### src/sv/fcmp_pkg.sv
`default_nettype none
package fcmp_pkg;
    localparam logic [3:0] OP_MIN   = 4'd0;
    localparam logic [3:0] OP_MAX   = 4'd1;
    localparam logic [3:0] OP_SGNJ  = 4'd2;
    localparam logic [3:0] OP_SGNJN = 4'd3;
    localparam logic [3:0] OP_SGNJX = 4'd4;
    localparam logic [3:0] OP_EQ    = 4'd5;
    localparam logic [3:0] OP_LT    = 4'd6;
    localparam logic [3:0] OP_LE    = 4'd7;
    localparam logic [3:0] OP_CLASS = 4'd8;

    localparam logic [31:0] MAG_MASK  = 32'h7fff_ffff;
    localparam logic [31:0] SIGN_MASK = 32'h8000_0000;
    localparam logic [31:0] CANON_NAN = 32'h7fc0_0000;

    // operand facts found in the first stage
    typedef struct packed {
        logic nan;
        logic snan;
        logic zero;
        logic [9:0] cls;
    } fp_info_t;
endpackage
`default_nettype wire

### src/sv/fp32_compare_minmax_sign_unit.sv
`default_nettype none
// Single-precision compare, min/max, sign-injection and classify unit.
// Input channel: in_valid/in_ready with op, operand_a, operand_b.
// Output channel: out_valid/out_ready with result_bits, invalid_flag.
// An input word is taken when valid and ready are both high; one result
// word comes out per input word, in order.
// Three register stages (decode, compare, result select); out_valid is the
// stage-3 valid bit, so an accepted word passes the stage-1, stage-2 and
// stage-3 registers in order before it can be read.
// Throughput: one word per cycle; the pipeline advances whenever its
// last stage is empty or being read.
// When the receiver stalls with a result word waiting, all stages hold and
// in_ready drops at once; nothing is lost or repeated.
// Reset (rst_n low, asynchronous) clears all stage valid bits; no
// clearing pass is needed.
module fp32_compare_minmax_sign_unit (
    input  wire logic        clk,
    input  wire logic        rst_n,
    input  wire logic        in_valid,
    output logic             in_ready,
    input  wire logic [3:0]  op,
    input  wire logic [31:0] operand_a,
    input  wire logic [31:0] operand_b,
    output logic             out_valid,
    input  wire logic        out_ready,
    output logic [31:0]      result_bits,
    output logic             invalid_flag
);
    import fcmp_pkg::*;

    logic advance;
    assign advance  = ~out_valid | out_ready;
    assign in_ready = advance;

    // stage 1: capture operands and classify
    fp_info_t ia, ib;
    fcmp_decode u_dec_a (.x(operand_a), .info(ia));
    fcmp_decode u_dec_b (.x(operand_b), .info(ib));

    logic        v1_reg;
    logic [3:0]  op1_reg;
    logic [31:0] a1_reg, b1_reg;
    fp_info_t    ia1_reg, ib1_reg;

    always_ff @(posedge clk or negedge rst_n)
    begin
        if (!rst_n) v1_reg <= 1'b0;
        else if (advance) v1_reg <= in_valid;
    end
    always_ff @(posedge clk)
    begin
        if (advance)
        begin
            op1_reg <= op;
            a1_reg  <= operand_a;
            b1_reg  <= operand_b;
            ia1_reg <= ia;
            ib1_reg <= ib;
        end
    end

    // stage 2: order keys and compare
    logic [31:0] ka, kb;
    logic lt_ab, lt_ba, both_zero, eq_bits;
    always_comb
    begin
        ka = a1_reg[31] ? ~a1_reg : (a1_reg | SIGN_MASK);
        kb = b1_reg[31] ? ~b1_reg : (b1_reg | SIGN_MASK);
        both_zero = ia1_reg.zero & ib1_reg.zero;
        lt_ab = ~both_zero & (ka < kb);
        lt_ba = ~both_zero & (kb < ka);
        eq_bits = (a1_reg == b1_reg) | both_zero;
    end

    logic        v2_reg;
    logic [3:0]  op2_reg;
    logic [31:0] a2_reg, b2_reg;
    fp_info_t    ia2_reg, ib2_reg;
    logic        lt_ab2_reg, lt_ba2_reg, eq2_reg, bz2_reg;

    always_ff @(posedge clk or negedge rst_n)
    begin
        if (!rst_n) v2_reg <= 1'b0;
        else if (advance) v2_reg <= v1_reg;
    end
    always_ff @(posedge clk)
    begin
        if (advance)
        begin
            op2_reg    <= op1_reg;
            a2_reg     <= a1_reg;
            b2_reg     <= b1_reg;
            ia2_reg    <= ia1_reg;
            ib2_reg    <= ib1_reg;
            lt_ab2_reg <= lt_ab;
            lt_ba2_reg <= lt_ba;
            eq2_reg    <= eq_bits;
            bz2_reg    <= both_zero;
        end
    end

    // stage 3: select result and flag
    logic [31:0] res_next;
    logic        inv_next;
    logic        anyn, sn;
    always_comb
    begin
        anyn = ia2_reg.nan | ib2_reg.nan;
        sn   = ia2_reg.snan | ib2_reg.snan;
        res_next = 32'd0;
        inv_next = 1'b0;
        case (op2_reg) inside
            OP_MIN, OP_MAX:
            begin
                inv_next = sn;
                if (ia2_reg.nan & ib2_reg.nan) res_next = CANON_NAN;
                else if (ia2_reg.nan)          res_next = b2_reg;
                else if (ib2_reg.nan)          res_next = a2_reg;
                else if (bz2_reg)
                begin
                    if (op2_reg == OP_MIN) res_next = a2_reg[31] ? a2_reg : b2_reg;
                    else                   res_next = b2_reg[31] ? a2_reg : b2_reg;
                end
                else if (op2_reg == OP_MIN) res_next = lt_ba2_reg ? b2_reg : a2_reg;
                else                        res_next = lt_ab2_reg ? b2_reg : a2_reg;
            end
            OP_SGNJ:  res_next = (a2_reg & MAG_MASK) | (b2_reg & SIGN_MASK);
            OP_SGNJN: res_next = (a2_reg & MAG_MASK) | (~b2_reg & SIGN_MASK);
            OP_SGNJX: res_next = (a2_reg & MAG_MASK) | ((a2_reg ^ b2_reg) & SIGN_MASK);
            OP_EQ:
            begin
                inv_next = sn;
                res_next = {31'd0, ~anyn & eq2_reg};
            end
            OP_LT:
            begin
                inv_next = anyn;
                res_next = {31'd0, ~anyn & lt_ab2_reg};
            end
            OP_LE:
            begin
                inv_next = anyn;
                res_next = {31'd0, ~anyn & ~lt_ba2_reg};
            end
            OP_CLASS: res_next = {22'd0, ia2_reg.cls};
            default:
            begin
                res_next = 32'd0;
                inv_next = 1'b0;
            end
        endcase
    end

    logic        v3_reg;
    logic [31:0] res_reg;
    logic        inv_reg;
    always_ff @(posedge clk or negedge rst_n)
    begin
        if (!rst_n) v3_reg <= 1'b0;
        else if (advance) v3_reg <= v2_reg;
    end
    always_ff @(posedge clk)
    begin
        if (advance)
        begin
            res_reg <= res_next;
            inv_reg <= inv_next;
        end
    end

    assign out_valid    = v3_reg;
    assign result_bits  = res_reg;
    assign invalid_flag = inv_reg;
endmodule
`default_nettype wire

### src/sv/fcmp_decode.sv
`default_nettype none
module fcmp_decode (
    input  wire logic [31:0]      x,
    output fcmp_pkg::fp_info_t    info
);
    import fcmp_pkg::*;
    logic neg;
    logic e_ones;
    logic e_zero;
    logic f_zero;

    // classify one operand from its fields
    always_comb
    begin
        neg    = x[31];
        e_ones = &x[30:23];
        e_zero = ~|x[30:23];
        f_zero = ~|x[22:0];
        info.nan  = e_ones & ~f_zero;
        info.snan = e_ones & ~f_zero & ~x[22];
        info.zero = e_zero & f_zero;
        info.cls  = 10'd0;
        if (e_ones)
        begin
            if (f_zero) info.cls[neg ? 0 : 7] = 1'b1;
            else        info.cls[x[22] ? 9 : 8] = 1'b1;
        end
        else if (e_zero)
        begin
            if (f_zero) info.cls[neg ? 3 : 4] = 1'b1;
            else        info.cls[neg ? 2 : 5] = 1'b1;
        end
        else
        begin
            info.cls[neg ? 1 : 6] = 1'b1;
        end
    end
endmodule
`default_nettype wire
### config.mk
export PLATFORM = sky130hd
export DESIGN_NAME = fp32_compare_minmax_sign_unit
export DESIGN_NICKNAME = d
export VERILOG_FILES = /design/src/sv/fcmp_pkg.sv /design/src/sv/fp32_compare_minmax_sign_unit.sv /design/src/sv/fcmp_decode.sv
export SDC_FILE = /design/constraint.sdc
export NUM_CORES = 1
export LEC_CHECK = 0
export CAP_MARGIN = 20
export CORE_ASPECT_RATIO = 2
export CORE_MARGIN = 2
export CORE_UTILIZATION = 57
export DETAILED_ROUTE_END_ITERATION = 8
export DONT_BUFFER_PORTS = 1
export PLACE_DENSITY = 0.78
export SKIP_CTS_REPAIR_TIMING = 1
export SLEW_MARGIN = 20
export SYNTH_ARGS = -nofsm -noshare
export SYNTH_HDL_FRONTEND = slang
export SYNTH_SLANG_ARGS = --single-unit
### constraint.sdc
create_clock -name clk -period 8.3 [get_ports clk]
set_input_delay 1.66 -clock clk [delete_from_list [all_inputs] [get_ports clk]]
set_output_delay 1.66 -clock clk [all_outputs]
set_load 0.02 [all_outputs]
==> run_results.csv, run 1 <==
group,metric,value,unit
finish,postLayoutCoreUtil,63.6,%
sta,max_slew_margin,33.5,%
yosys,yosys-top-cells-count,"edfxtp_1 (203), xor2_1 (48), xnor2_1 (46), ha_1 (34), nand2_1 (30)",
flow_run,drv_cap,0,
setup_path,cp_top_family,"simple AND/OR/NAND/NOR gates",
sta,finalCritPeriodShare,47.6,%
setup_path,crit_cells,1,
power_and_ir_drop,power,2.94,mW
yosys,synth_area,8900,um^2
setup_path,crit_type,"in -> out",
clock_network,cts.sinks,206,
sta,max_freq,0.253,GHz
yosys,synth_top_cell_area_share,68.5,%
grt,overflow,0,
yosys,synth_enable_flop_cells,203,
floorplanning,std_cell_rows,64,
grt,grt_first_pass_wirelength,27.1,mm
routing,met1_length,5.88,mm
finish,fin_nets,685,
routing,wl_met3,991,um
sta,setup_tns,0,ns
setup_path,slowest_delay,0.59,ns
setup_path,crit_buf_inv,0,
yosys,synth_top_cell_by_area,"edfxtp_1",
placed_design,gp_congestion,0.882,
yosys,avgSynthCellArea,15.6,um^2
sta,clock_skew,0.0349,ns
power_and_ir_drop,vdd_drop_max,0.000219,V
floorplanning,die_x,92.4,um
sta,setup_violations,0,
setup_path,end_kind,"output port",
sta,final_hold_viol_count,0,
clock_network,clockBufferDepth,3,
setup_path,cpMaxStageDelayCell,"nand2b_4",
routing,first_pass_iters,4,
sta,grt_setup_unrepaired,"no",
finish,antenna_cells,0,
finish,syn_to_final_growth,9.22,%
yosys,yosysWarnings,0,
grt,track_usage,21.4,%
yosys,synth_nets,678,
yosys,synth.most_common_cell,"edfxtp_1",
yosys,yosysSeqAreaShare,69.3,%
yosys,synthCells,572,
yosys,synthTopCellsByArea,"edfxtp_1 (68%), ha_1 (4.8%), xor2_1 (4.7%)",
clock_network,cts_tree,"built",
routing,drc_errors,0,
worst_hold_path,hold_path_depth,0,
power_and_ir_drop,p_leak,3.48,nW
finish,layoutNonFillerInstCount,789,
grt,grt_pass1_vias,4996,
floorplanning,die_h,181,um
routing,ant_nets,0,
placed_design,dp_hpwl,12.6,mm
finish,fillers,1095,
yosys,async_reset_ff_share,1.46,%
setup_path,startpoint_type,"primary input",
yosys,synth_top_flop_cell,"edfxtp_1",
routing,highest_layer,"met4",
grt,grt_max_degree,79,
routing,via_per_inst,6.03,
sta,period_needed,3.95,ns
power_and_ir_drop,power_density,302,nW/um^2
routing,routed_wl,17.4,mm
routing,vias,4757,
sta,report.final.slew_viol_count,0,
setup_path,cp.arrival,2.29,ns
clock_network,clk_pin_slew,0.07,ns
finish,ff_latch_area,6170,um^2
run_status,outcome,"finished clean",
floorplanning,start_util,58.2,%
grt,antenna_found_initial,0,
clock_network,cts_made_buffers,18,
routing,drt_iter0_markers,271,
sta,worst_pin_slew,0.996,ns
setup_path,crit_fanout,58,
yosys,synth_seq_cells,206,
clock_network,h-tree-depth,1,
routing,dr_wl_met2,9.94,mm
clock_network,worstSkewPairLatency,0.51,ns
setup_path,r2r_cells,3,
placed_design,io_buffer_count,0,
finish,multi_input_area,2620,um^2
placed_design,dp_cells,757,
setup_path,cp.required,6.64,ns
setup_path,crit_chain,"nand2b_4",
worst_hold_path,hp-class,"reg -> reg",
floorplanning,die_area,16700,um^2
finish,drive_gt1_share,7.78,%
clock_network,clockRootBuffer,"clkbuf_16",
floorplanning,pin_count,107,
routing,wl_per_cell,22.1,um
floorplanning,core,15300,um^2
yosys,synth.distinct_cells,50,
## layout by cell type, fill, tap and decap left out, types with 9 or more instances in the layout
| cell type | Yosys | layout |
|---|---|---|
| a22o_1 | 13 | 13 |
| a2bb2oi_1 | 9 | 9 |
| nand2_1 | 30 | 30 |
| nor3_1 | 10 | 10 |
| clkbuf_16 | 0 | 18 |
| and2_1 | 10 | 10 |
| nor2_1 | 12 | 12 |
| ha_1 | 34 | 34 |
| nor4_1 | 21 | 21 |
| a221o_1 | 9 | 9 |
| a21oi_1 | 19 | 19 |
| xor2_1 | 48 | 48 |
| edfxtp_1 | 203 | 203 |
| inv_1 | 9 | 9 |
| nand4_1 | 14 | 14 |
| xnor2_1 | 46 | 46 |
## cell families (layout without fill, tap and decap cells)
kind of cell | after synthesis | count (layout) | share of synthesized area [%]
compound gates | 76 | 76 | 6.40
xor+xnor | 94 | 94 | 9.25
fa+ha+maj | 34 | 34 | 4.78
buf+inv | 27 | 46 | 1.36
flops | 206 | 206 | 69.3
mux | 6 | 6 | 0.843
simple gates | 129 | 129 | 8.04
## power breakdown
part	switching (mW)	internal, mW	leakage (nW)
Combinational	0.277	0.192	1.06
Clock	0.368	0.496	0.296
Sequential	0.191	1.41	2.12
## cell type report
cell class,instances,share of cell area (%)
Clock buffer,18,4.63
Clock inverter,14,1.70
Inverter,9,0.347
Multi-Input combinational cell,339,26.9
Sequential cell,206,63.5
Tap cell,198,2.55
Timing Repair Buffer,5,0.386
## layer usage
metal	vias up	global-route usage (%)
met3	41	3.25
met5	-	0
met4	0	8.54
met1	2346	22.8
li1	2219	-
met2	151	41.1
## path summary, 6_finish.rpt
kind,from,to,slack (ns)
hold reg to reg,ia1_reg[11],ia2_reg[11],0.42
min in group asynchronous,rst_n,out_valid,0.84
max in group asynchronous,rst_n,v2_reg,7.39
setup reg to reg,out_valid,invalid_flag,5.03
setup / recovery,out_ready,in_ready,4.35
hold / removal,ia1_reg[11],ia2_reg[11],0.42
## worst reg2reg max path: stages, from the launching register on
cell and delay [ns]:
dfrtp_1 0.48, nand2b_4 0.62, buf_4 0.80, buf_4 0.93
## per-stage QoR
| step | cell area (um^2) | hold WS [ns] | setup WS, ns |
|---|---|---|---|
| detailed placement | 9110 | 0.405 | 3.88 |
| global placement | 9110 | 0.401 | 3.98 |
| CTS | 9720 | 0.418 | 4.34 |
| floorplan | 8900 | 0.400 | 2.30 |
| global route | 9720 | 0.427 | 4.16 |
| finish | 9720 | 0.421 | 4.35 |
(Power assumes the default switching activity.)
==> inputs of run 2 (changes only) <==
--- a/config.mk
+++ b/config.mk
@@ -5,6 +5,7 @@
 export SDC_FILE = /design/constraint.sdc
 export NUM_CORES = 1
 export LEC_CHECK = 0
+export ABC_AREA = 1
 export CAP_MARGIN = 20
 export CORE_ASPECT_RATIO = 2
 export CORE_MARGIN = 2
==> constraint.sdc (replaced) <==
create_clock -name clk -period 3.4 [get_ports clk]
set_input_delay 0.68 -clock clk [delete_from_list [all_inputs] [get_ports clk]]
set_output_delay 0.68 -clock clk [all_outputs]
set_load 0.02 [all_outputs]
==> run 2 against run 1 <==
  * Wire length increased by 5.3%
  * Non-clock buffer count increased by 5
  * Register-to-register slack got worse by 4.4 ns
  * Synthesized cell count increased by 44%
  * Clock power increased by 140%
  * Clock-buffer cell count increased by 4
==> run_results.csv, run 2 <==
group,metric,value,unit
yosys,synth_seq_cells,206,
yosys,yosysWarnings,0,
finish,syn_to_final_growth,8.80,%
placed_design,io_buffer_count,0,
setup_path,slowest_delay,0.46,ns
worst_hold_path,hold_start,"op[1]",
clock_network,cts_tree,"built",
finish,antenna_cells,0,
yosys,synthTopCellsByArea,"edfxtp_1 (63%), nand2_1 (5.6%), ha_1 (4.4%)",
yosys,synth_top_flop_cell,"edfxtp_1",
sta,period_needed,2.72,ns
grt,grt_pass1_vias,5915,
sta,setup_violations,0,
setup_path,cpMaxStageDelayCell,"edfxtp_1",
sta,grt_setup_unrepaired,"no",
finish,fin_nets,936,
sta,setup_tns,0,ns
finish,drive_gt1_share,7.02,%
floorplanning,die_h,188,um
setup_path,cp.arrival,2.96,ns
finish,mostFrequentLayoutCells,"edfxtp_1 (203), nand2_1 (142), inv_1 (80), nand3_1 (58), nor2_1 (55)",
clock_network,cts.sinks,206,
setup_path,crit_fanout,44,
yosys,yosysSeqAreaShare,64.2,%
yosys,synth_nets,929,
routing,via_per_inst,5.62,
yosys,synth_enable_flop_cells,203,
setup_path,reg2reg_slack,0.68,ns
finish,final_common_cell,"edfxtp_1",
finish,layoutNonFillerInstCount,1048,
yosys,synthCells,823,
run_status,outcome,"finished clean",
floorplanning,die_area,18000,um^2
clock_network,worstSkewPairLatency,0.49,ns
setup_path,crit_buf_inv,0,
yosys,synth_top_cell_area_share,63.4,%
clock_network,clockBufferDepth,3,
clock_network,clockRootBuffer,"clkbuf_16",
floorplanning,pin_count,107,
clock_network,cts_made_buffers,19,
grt,grt_max_degree,95,
placed_design,dp_hpwl,13.1,mm
grt,overflow,0,
setup_path,cp.required,3.64,ns
yosys,synth_top_cell_by_area,"edfxtp_1",
yosys,synth_area,9610,um^2
setup_path,crit_type,"reg -> reg",
sta,max_freq,0.368,GHz
routing,ant_nets,0,
yosys,yosys-top-cells-count,"edfxtp_1 (203), nand2_1 (143), inv_1 (80), nand3_1 (58), nor2_1 (55)",
floorplanning,start_util,57.9,%
sta,max_slew_margin,45.0,%
setup_path,startpoint_type,"flip-flop",
routing,drc_errors,0,
grt,track_usage,20.9,%
routing,wl_per_cell,17.5,um
setup_path,r2r_start,"op2_reg[3]",
power_and_ir_drop,vdd_drop_max,0.000517,V
sta,final_hold_viol_count,0,
setup_path,r2r_end,"result_bits[7]",
placed_design,dp_cells,1015,
power_and_ir_drop,power_density,718,nW/um^2
clock_network,clk_pin_slew,0.06,ns
sta,report.final.slew_viol_count,0,
setup_path,crit_chain,"nor2_2, nand3_1, nand3_2, nand3_4, nand2_4, nand2_1, nand3_1, nand2_1",
routing,first_pass_iters,5,
grt,grt_first_pass_wirelength,28.8,mm
floorplanning,core,16600,um^2
flow_run,drv_cap,0,
yosys,async_reset_ff_share,1.46,%
yosys,synth.distinct_cells,36,
sta,finalCritPeriodShare,80.0,%
yosys,synth.most_common_cell,"edfxtp_1",
setup_path,r2r_cells,8,
sta,worst_pin_slew,0.823,ns
floorplanning,die_x,95.8,um
sta,clock_skew,0.0178,ns
worst_hold_path,hp-class,"in -> reg",
setup_path,end_kind,"flip-flop",
grt,antenna_found_initial,0,
floorplanning,std_cell_rows,67,
clock_network,h-tree-depth,1,
power_and_ir_drop,p_leak,4.22,nW
yosys,avgSynthCellArea,11.7,um^2
worst_hold_path,hold_path_depth,0,
routing,vias,5887,
routing,drt_iter0_markers,427,
worst_hold_path,holdPathEnd,"op1_reg[1]",
routing,routed_wl,18.4,mm
setup_path,cp_top_family,"simple AND/OR/NAND/NOR gates",
placed_design,gp_congestion,0.837,
run 2: layout make-up:
class,count,area (um^2)
Tap cell,207,259
Timing Repair Buffer,10,103
Inverter,82,308
Multi-Input combinational cell,511,3020
Sequential cell,206,6170
Clock buffer,22,487
Clock inverter,10,109
Fill cell,1241,6140
run 2: where the power goes:
| group | total (mW) | internal [mW] | switching [mW] |
|---|---|---|---|
| clock | 2.05 | 1.18 | 0.868 |
| combinational | 1.52 | 0.550 | 0.975 |
| sequential | 3.94 | 3.47 | 0.470 |
| total | 7.51 | 5.20 | 2.31 |
run 2: metrics by stage:
step	instance area, um^2	hold slack (ns)	utilization, %	total power, mW	worst slack, ns
5_1_grt	10500	0.264	63.0	7.92	0.436
4_1_cts	10400	-0.123	62.9	7.56	0.726
3_3_place_gp	9850	0.384	59.4	5.41	0.910
3_5_place_dp	9850	0.384	59.4	5.51	0.782
6_report	10500	0.287	63.0	7.51	0.680
2_1_floorplan	9620	0.384	-	5.11	0.559
run 2: kinds of logic (layout without fill, tap and decap cells):
group,after synthesis,after routing,synth area share [%]
and+or+nand+nor,316,316,14.9
DFF,206,206,64.2
buffers and inverters,106,124,4.53
AOI/OAI and AO/OA,77,77,4.23
xor gates and xnor gates,83,83,7.56
muxes,1,1,0.117
adders and majority gates,34,34,4.43
run 2: worst max path at each step:
stage / startpoint / endpoint / depth (start not counted)
2_1_floorplan: out_ready / in_ready / 2
6_report: op2_reg[3] / result_bits[7] / 8
3_5_place_dp: op2_reg[3] / result_bits[7] / 8
3_3_place_gp: op2_reg[3] / result_bits[6] / 8
4_1_cts: op2_reg[3] / result_bits[9] / 8
5_1_grt: op2_reg[3] / result_bits[9] / 8
run 2: metal layers:
metal	GRT usage, %	routed length (um)
met1	23.8	6550
met2	37.9	9970
met3	3.86	1350
met4	7.97	501
met5	0	0
